File: src/design/qsat_pkg.sv
// shared constants, types and sequencer states for the quad separating axis test
`default_nettype none

package qsat_pkg;

   // coordinate width inside the core; taken from the low bits of each 16-bit field
   localparam int COORD_BITS = 16;
   localparam int CORNER_W   = 16;
   localparam int EDGE_W     = COORD_BITS + 1;
   localparam int PROD_W     = COORD_BITS + EDGE_W;
   localparam int DOT_W      = PROD_W + 1;
   localparam int SLOTS      = 8;
   localparam int SLOT_W     = $clog2(SLOTS);

   typedef logic signed [COORD_BITS-1:0] coord_type;
   typedef logic signed [EDGE_W-1:0]     edge_type;
   typedef logic signed [PROD_W-1:0]     prod_type;
   typedef logic signed [DOT_W-1:0]      dot_type;

   // sequencer states
   typedef enum logic [2:0] {
      ST_IDLE,
      ST_EDGE_A,
      ST_EDGE_B,
      ST_MUL_X,
      ST_MUL_Y,
      ST_COMPARE,
      ST_TEST,
      ST_RESULT
   } state_type;

   // controls from the sequencer to the projection unit
   typedef struct packed {
      logic load_a;
      logic load_b;
      logic mul_x;
      logic mul_y;
      logic compare;
      logic first;
      logic quad;
   } proj_ctrl_type;

endpackage

`default_nettype wire

File: src/design/qsat_proj_unit.sv
// projection unit: edge axis, shared multiplier, per-quad min/max and separation check
`default_nettype none

module qsat_proj_unit
   import qsat_pkg::*;
(
   input  wire logic          clock,
   input  wire proj_ctrl_type ctrl,
   input  wire coord_type     rd_x,
   input  wire coord_type     rd_y,
   output logic               separated
);

   coord_type a_x_ff, a_y_ff;
   edge_type  ax_ff, ay_ff;
   prod_type  prod_ff, prod_in;
   prod_type  acc_ff;
   coord_type mul_coord;
   edge_type  mul_axis;
   dot_type   dot;
   dot_type   lo_ff [2];
   dot_type   hi_ff [2];

   // shared multiplier: x times axis x, then y times axis y
   always_comb begin
      if (ctrl.mul_y) begin
         mul_coord = rd_y;
         mul_axis  = ay_ff;
      end else begin
         mul_coord = rd_x;
         mul_axis  = ax_ff;
      end
      prod_in = PROD_W'(mul_coord) * PROD_W'(mul_axis);
   end

   assign dot = DOT_W'(acc_ff) + DOT_W'(prod_ff);

   // axis build, products and running interval per quad
   always_ff @(posedge clock) begin
      if (ctrl.load_a) begin
         a_x_ff <= rd_x;
         a_y_ff <= rd_y;
      end
      if (ctrl.load_b) begin
         ax_ff <= EDGE_W'(rd_y) - EDGE_W'(a_y_ff);
         ay_ff <= EDGE_W'(a_x_ff) - EDGE_W'(rd_x);
      end
      if (ctrl.mul_x || ctrl.mul_y) begin
         prod_ff <= prod_in;
      end
      if (ctrl.mul_y) begin
         acc_ff <= prod_ff;
      end
      if (ctrl.compare) begin
         if (ctrl.first || dot < lo_ff[ctrl.quad]) begin
            lo_ff[ctrl.quad] <= dot;
         end
         if (ctrl.first || dot > hi_ff[ctrl.quad]) begin
            hi_ff[ctrl.quad] <= dot;
         end
      end
   end

   // touching intervals count as separated
   assign separated = (lo_ff[0] >= hi_ff[1]) || (lo_ff[1] >= hi_ff[0]);

endmodule

`default_nettype wire

File: src/design/quad_separating_axis_test_core.sv
// Overlap test of two convex quadrilaterals by the separating axis method.
// Input channel req_*: one corner per transaction; slot 0-3 is the first quad in
// order, slot 4-7 the second. The corner is written to an eight-entry store at
// acceptance. A transaction with req_evaluate set then runs the test over the
// whole store and yields one rsp_* transaction; without it no result follows.
// A store-only transaction leaves req_ready high.
// An evaluating transaction steps one shared multiplier through each axis:
// build the axis from the edge endpoints, then per corner the x product, the y
// product and the sum with min/max update over eight corners, then the interval
// test; the test stops at the first separating axis, at most eight axes are
// swept, and a last step loads the result register.
// req_ready is low while the test runs. The result register lets a corner be
// accepted while an earlier result still waits; when the receiver stalls and a
// new result is ready, the sequencer holds it until rsp_ready frees the register.
// Synchronous reset clears the store to corner (0,0) in every slot, empties the
// result register and returns the sequencer to idle.
`default_nettype none

module quad_separating_axis_test_core
   import qsat_pkg::*;
(
   input  wire logic                clock,
   input  wire logic                reset,
   input  wire logic                req_valid,
   output logic                     req_ready,
   input  wire logic [SLOT_W-1:0]   req_corner_slot,
   input  wire logic signed [CORNER_W-1:0] req_corner_x,
   input  wire logic signed [CORNER_W-1:0] req_corner_y,
   input  wire logic                req_evaluate,
   output logic                     rsp_valid,
   input  wire logic                rsp_ready,
   output logic                     rsp_overlap
);

   state_type     state_ff, state_in;
   coord_type     store_x_ff [SLOTS];
   coord_type     store_y_ff [SLOTS];
   logic [SLOT_W-1:0] axis_ff, corner_ff, rd_addr;
   logic          verdict_ff;
   logic          rsp_valid_ff, rsp_overlap_ff;
   logic          req_take, rsp_free, separated;
   proj_ctrl_type ctrl;
   coord_type     rd_x, rd_y;

   assign req_take = req_valid && req_ready;
   assign rsp_free = !rsp_valid_ff || rsp_ready;

   // corner store, written on each accepted transaction
   always_ff @(posedge clock) begin
      if (reset) begin
         for (int i = 0; i < SLOTS; i++) begin
            store_x_ff[i] <= '0;
            store_y_ff[i] <= '0;
         end
      end else if (req_take) begin
         store_x_ff[req_corner_slot] <= req_corner_x[COORD_BITS-1:0];
         store_y_ff[req_corner_slot] <= req_corner_y[COORD_BITS-1:0];
      end
   end

   // single read port: edge endpoints or the corner being projected
   always_comb begin
      unique case (state_ff)
         ST_EDGE_A: rd_addr = axis_ff;
         ST_EDGE_B: rd_addr = {axis_ff[SLOT_W-1], axis_ff[SLOT_W-2:0] + 1'b1};
         default:   rd_addr = corner_ff;
      endcase
   end

   assign rd_x = store_x_ff[rd_addr];
   assign rd_y = store_y_ff[rd_addr];

   // next state
   always_comb begin
      state_in = state_ff;
      unique case (state_ff)
         ST_IDLE: begin
            if (req_take && req_evaluate) state_in = ST_EDGE_A;
         end
         ST_EDGE_A:  state_in = ST_EDGE_B;
         ST_EDGE_B:  state_in = ST_MUL_X;
         ST_MUL_X:   state_in = ST_MUL_Y;
         ST_MUL_Y:   state_in = ST_COMPARE;
         ST_COMPARE: begin
            if (corner_ff == SLOT_W'(SLOTS - 1)) state_in = ST_TEST;
            else                                 state_in = ST_MUL_X;
         end
         ST_TEST: begin
            if (separated || axis_ff == SLOT_W'(SLOTS - 1)) state_in = ST_RESULT;
            else                                            state_in = ST_EDGE_A;
         end
         ST_RESULT: begin
            if (rsp_free) state_in = ST_IDLE;
         end
         default: state_in = ST_IDLE;
      endcase
   end

   // outputs of the sequencer
   always_comb begin
      ctrl         = '0;
      req_ready    = 1'b0;
      ctrl.first   = (corner_ff[SLOT_W-2:0] == '0);
      ctrl.quad    = corner_ff[SLOT_W-1];
      unique case (state_ff)
         ST_IDLE:    req_ready    = 1'b1;
         ST_EDGE_A:  ctrl.load_a  = 1'b1;
         ST_EDGE_B:  ctrl.load_b  = 1'b1;
         ST_MUL_X:   ctrl.mul_x   = 1'b1;
         ST_MUL_Y:   ctrl.mul_y   = 1'b1;
         ST_COMPARE: ctrl.compare = 1'b1;
         default:    ;
      endcase
   end

   // state, counters and result register
   always_ff @(posedge clock) begin
      if (reset) begin
         state_ff     <= ST_IDLE;
         axis_ff      <= '0;
         corner_ff    <= '0;
         rsp_valid_ff <= 1'b0;
      end else begin
         state_ff <= state_in;
         if (state_ff == ST_IDLE) begin
            axis_ff <= '0;
         end else if (state_ff == ST_TEST) begin
            axis_ff <= axis_ff + 1'b1;
         end
         if (state_ff == ST_EDGE_B) begin
            corner_ff <= '0;
         end else if (state_ff == ST_COMPARE) begin
            corner_ff <= corner_ff + 1'b1;
         end
         if (state_ff == ST_RESULT && rsp_free) begin
            rsp_valid_ff <= 1'b1;
         end else if (rsp_ready) begin
            rsp_valid_ff <= 1'b0;
         end
      end
   end

   // verdict and result payload
   always_ff @(posedge clock) begin
      if (state_ff == ST_TEST) begin
         verdict_ff <= !separated;
      end
      if (state_ff == ST_RESULT && rsp_free) begin
         rsp_overlap_ff <= verdict_ff;
      end
   end

   assign rsp_valid   = rsp_valid_ff;
   assign rsp_overlap = rsp_overlap_ff;

   qsat_proj_unit u_proj (
      .clock     (clock),
      .ctrl      (ctrl),
      .rd_x      (rd_x),
      .rd_y      (rd_y),
      .separated (separated)
   );

   // evaluating transaction starts the axis sweep
   assert property (@(posedge clock) disable iff (reset)
      (req_take && req_evaluate) |=> (state_ff == ST_EDGE_A && axis_ff == '0))
      else $error("evaluate did not start the axis sweep");

   // a store-only transaction never produces a result
   assert property (@(posedge clock) disable iff (reset)
      (req_take && !req_evaluate && !rsp_valid_ff) |=> !rsp_valid_ff)
      else $error("result appeared without evaluate");

   // each axis projects from the first corner
   assert property (@(posedge clock) disable iff (reset)
      (state_ff == ST_EDGE_B) |=> (state_ff == ST_MUL_X && corner_ff == '0))
      else $error("projection did not start at the first corner");

   // a finished test is delivered once the result register is free
   assert property (@(posedge clock) disable iff (reset)
      (state_ff == ST_RESULT && rsp_free) |=> (rsp_valid && state_ff == ST_IDLE))
      else $error("result not delivered");

endmodule

`default_nettype wire
File: config.mk
export PLATFORM = sky130hd
export DESIGN_NAME = quad_separating_axis_test_core
export DESIGN_NICKNAME = d
export VERILOG_FILES = /design/src/design/qsat_pkg.sv /design/src/design/qsat_proj_unit.sv /design/src/design/quad_separating_axis_test_core.sv
export SDC_FILE = /design/constraint.sdc
export NUM_CORES = 2
export LEC_CHECK = 0
export BUFFER_PORTS_ARGS = -buffer_cell sky130_fd_sc_hd__buf_2
export CAP_MARGIN = 20
export CORE_MARGIN = 2
export CORE_UTILIZATION = 35
export DETAILED_ROUTE_END_ITERATION = 6
export MAX_ROUTING_LAYER = met4
export PLACE_DENSITY = 0.46
export SETUP_SLACK_MARGIN = 0.3
export SLEW_MARGIN = 30
export SYNTH_ARGS = -nofsm -noshare
export SYNTH_HDL_FRONTEND = slang
export SYNTH_SLANG_ARGS = --single-unit
File: constraint.sdc
create_clock -name clock -period 16.6 [get_ports clock]
set_input_delay 1.66 -clock clock [delete_from_list [all_inputs] [get_ports clock]]
set_output_delay 1.66 -clock clock [all_outputs]
set_load 0.1 [all_outputs]
==> metrics.md <==
| Metric | Value |
|---|---|
| Status | `finished, final reports clean` |
| Hold path depth | `0` |
| CTS Buf Count | `66` |
| FF-to-FF path depth | `31` |
| RSZ-0062 raised after global routing | `false` |
| Flops & latches, synth | `between 500 and 600` |
| Initial antenna violation count | `3` |
| Final Wtd Congestion | `0.813` |
| Avg Cell Area, Syn | `11.3 um2` |
| CTS tree | `built` |
| CP Launch Type | `flop` |
| Final Hold Fails | `0` |
| Initial core utilization | `a little over a third` |
| Slowest stage delay, CP | `0.78 ns` |
| Vias per cell | `5.22` |
| Max-slew violation total from the final report | `0` |
| Synthesized area | `39,100 um2` |
| Period utilisation layout | `65.3%` |
| # Post-CTS Setup Buffers | `0` |
| Final Util | `39.0%` |
| Post-route ant nets | `0` |
| Fill cells | `10,900` |
| Buffers on Ports | `42` |
| CP Class | `flop to flop` |
| Max-cap viol count | `0` |
| Critical path capture point type | `flop` |
| Post-CTS Resized | `0` |
| Reg clk slew, reported paths | `0.06 ns` |
| TNS Setup | `0 ns` |
| Nets | `4,097` |
| Area leader, netlist | `edfxtp_1` |
| Post-synthesis async set-or-reset flop share | `0%` |
| Cell count after synthesis | `3,470` |
| Yosys top cell area share | `between 40% and 50%` |
| Per-cell routed wire length | `roughly 23 um` |
| Initial DRC Count | `1,648` |
| Clock Sinks | `537` |
| Post-route DRC violation count | `0` |
| Peak Freq | `92.3 MHz` |
| First-pass GRT wire length | `between 150,000 and 200,000 um` |
| Share of layout cells above drive strength 1 | `about 7.9%` |
| Crit path max-delay family | `compound AO/OA/AOI/OAI gates` |
| Syn Nets | `4,078` |
| Die Span Y | `338 um` |
| Most common cell after layout, fill and taps aside | `edfxtp_1` |
| Cell Rows | `roughly 120` |
| Crit path depth | `31` |
| CP Buf/Inv Count | `7` |
| CP arrival | `11.20 ns` |
| CP max-delay cell | `dfxtp_1` |
| Worst clock skew | `0.0330 ns` |
| Total Die Area | `between 100,000 and 150,000 um2` |
| HPWL Detailed | `78,200 um` |
| Vias in the first global route | `27,400` |
| Main synth FF type | `edfxtp_1` |
| Hold-fix buffers, CTS | `0` |
| Root buf cell | `clkbuf_16` |
| Top cell by count, worst path | `fa_1` |
| Final min period | `around 11 ns` |
| H-tree level count | `3` |
| Routed Wire Length | `113,000 um` |
| Synthesis warning total | `0` |
| Worst Hold Class | `flop to flop` |
| Sequential fraction of the synthesis area | `40.9%` |
| Ports | `43` |
| Grt ovf | `0` |
| Hold_ws | `0.457 ns` |
| Layout area overhead | `10.4%` |
| Max clock buf depth | `3` |
| Clk_lat worst skew | `0.63 ns` |
| Core area | `111,000 um2` |
| Placed cell areas | `41,100 um2` |
| Design area | `about 43,000 um2` |
| Die W | `338 um` |
| Pin slew with the least headroom to its limit | `roughly 0.95 ns` |
| WP data required | `roughly 17 ns` |
| Largest net degree at the start of global routing | `82` |
| Number of flops mapped to enable cells by yosys | `roughly 530` |
| Synth area leaders | `edfxtp_1 (40%), fa_1 (14%), ha_1 (9.2%)` |
| Total track usage | `20.5%` |
| CP Max Fanout | `64` |
| Setup Viol. Count Final | `0` |
| Slew HR | `a little over a third` |
| Post-synthesis cell type count | `74` |
| Drt pass-1 iters | `7` |
| Vias | `26,200` |
| Most frequent cells in the layout | `edfxtp_1 (526), inv_1 (475), ha_1 (289)` |
[path summary, 6_finish.rpt]
kind	slack (ns)	end	start
worst min-delay path	0.46	rsp_overlap$_DFFE_PP_	verdict_ff$_DFFE_PP_
worst max-delay path	5.76	u_proj.prod_ff[32]$_DFFE_PP_	state_ff[2]$_SDFFE_PP0P_
worst max register to register	5.76	u_proj.prod_ff[32]$_DFFE_PP_	state_ff[2]$_SDFFE_PP0P_
worst min register to register	0.46	rsp_overlap$_DFFE_PP_	verdict_ff$_DFFE_PP_
[worst reg2reg max path: cells and delay by family (launching register included)]
kind	cells	cell delay, ns
AOI/OAI and AO/OA	13	4.11
adders and majority gates	7	3.12
buffers and inverters	7	2.01
DFF	1	0.78
and+or+nand+nor	3	0.44
xor gates and xnor gates	1	0.11
[per-layer routing]
metal	vias up	global-route usage [%]	routed length (um)
met4	0	5.43	2740
met1	13200	26.2	51300
met3	145	2.41	3760
li1	12300	-	-
met5	-	-	0
met2	536	34.5	55400
[through the flow]
| step | worst slack (ns) | instances |
|---|---|---|
| 3_3_place_gp | 5.70 | 4908 |
| 2_1_floorplan | 7.40 | 3470 |
| 6_report | 5.76 | 5025 |
| 5_1_grt | 4.89 | 5024 |
| 3_5_place_dp | 5.62 | 4909 |
| 4_1_cts | 5.58 | 5024 |
[synthesized netlist by cell type, types with 19 or more instances]
cell type	n
nand3_1	31
nand2_1	198
and2_1	277
ha_1	289
edfxtp_1	526
o21a_1	28
a31oi_1	37
a211oi_1	71
buf_4	25
mux2i_1	100
a21oi_2	24
a311oi_1	28
nand4_1	32
a21oi_1	125
clkbuf_1	78
xor2_1	19
o22ai_1	121
a21o_1	62
o22a_1	126
fa_1	279
o21ai_0	67
buf_2	34
nor2b_1	24
and2_0	39
nor3_1	41
nor2_1	80
inv_1	476
xnor2_1	68
[sequential cells by signal, indices dropped and copies added, names as in the netlist, named ones only]
signal / cells
u_proj.prod_ff: 33
verdict_ff: 1
u_proj.acc_ff: 33
u_proj.lo_ff: 68
corner_ff: 3
state_ff: 3
u_proj.ay_ff: 17
u_proj.a_y_ff: 16
u_proj.hi_ff: 68
store_x_ff: 128
u_proj.ax_ff: 17
u_proj.a_x_ff: 16
axis_ff: 3
rsp_overlap: 1
store_y_ff: 128
rsp_valid: 1
[cells by family (layout without fill, tap and decap cells)]
kind of cell / Yosys count / count (layout) / share of synthesized area (%)
and+or+nand+nor: 787 / 787 / 10.7
AOI/OAI and AO/OA: 750 / 750 / 13.4
buffers and inverters: 636 / 702 / 6.76
adders and majority gates: 568 / 568 / 23.5
DFF: 537 / 537 / 40.9
muxes: 105 / 105 / 2.72
xor gates and xnor gates: 87 / 87 / 1.95
other: 0 / 1 / 0
[area by class of cell]
cell class | instances | area (um2) | share of cell area [%]
diodes | 1 | 2.50 | 0.00580
well taps | 1488 | 1860 | 4.31
repair buffers | 111 | 752 | 1.74
clock inverters | 33 | 305 | 0.707
inverters | 476 | 1790 | 4.14
flip-flops and latches | 537 | 16000 | 37.1
multi-input cells | 2297 | 20700 | 47.9
clock buffers | 82 | 1780 | 4.13
Power is left out: the tool's default activity adds up to more than one toggle a clock period on the data nets, which glitch-free logic cannot reach.
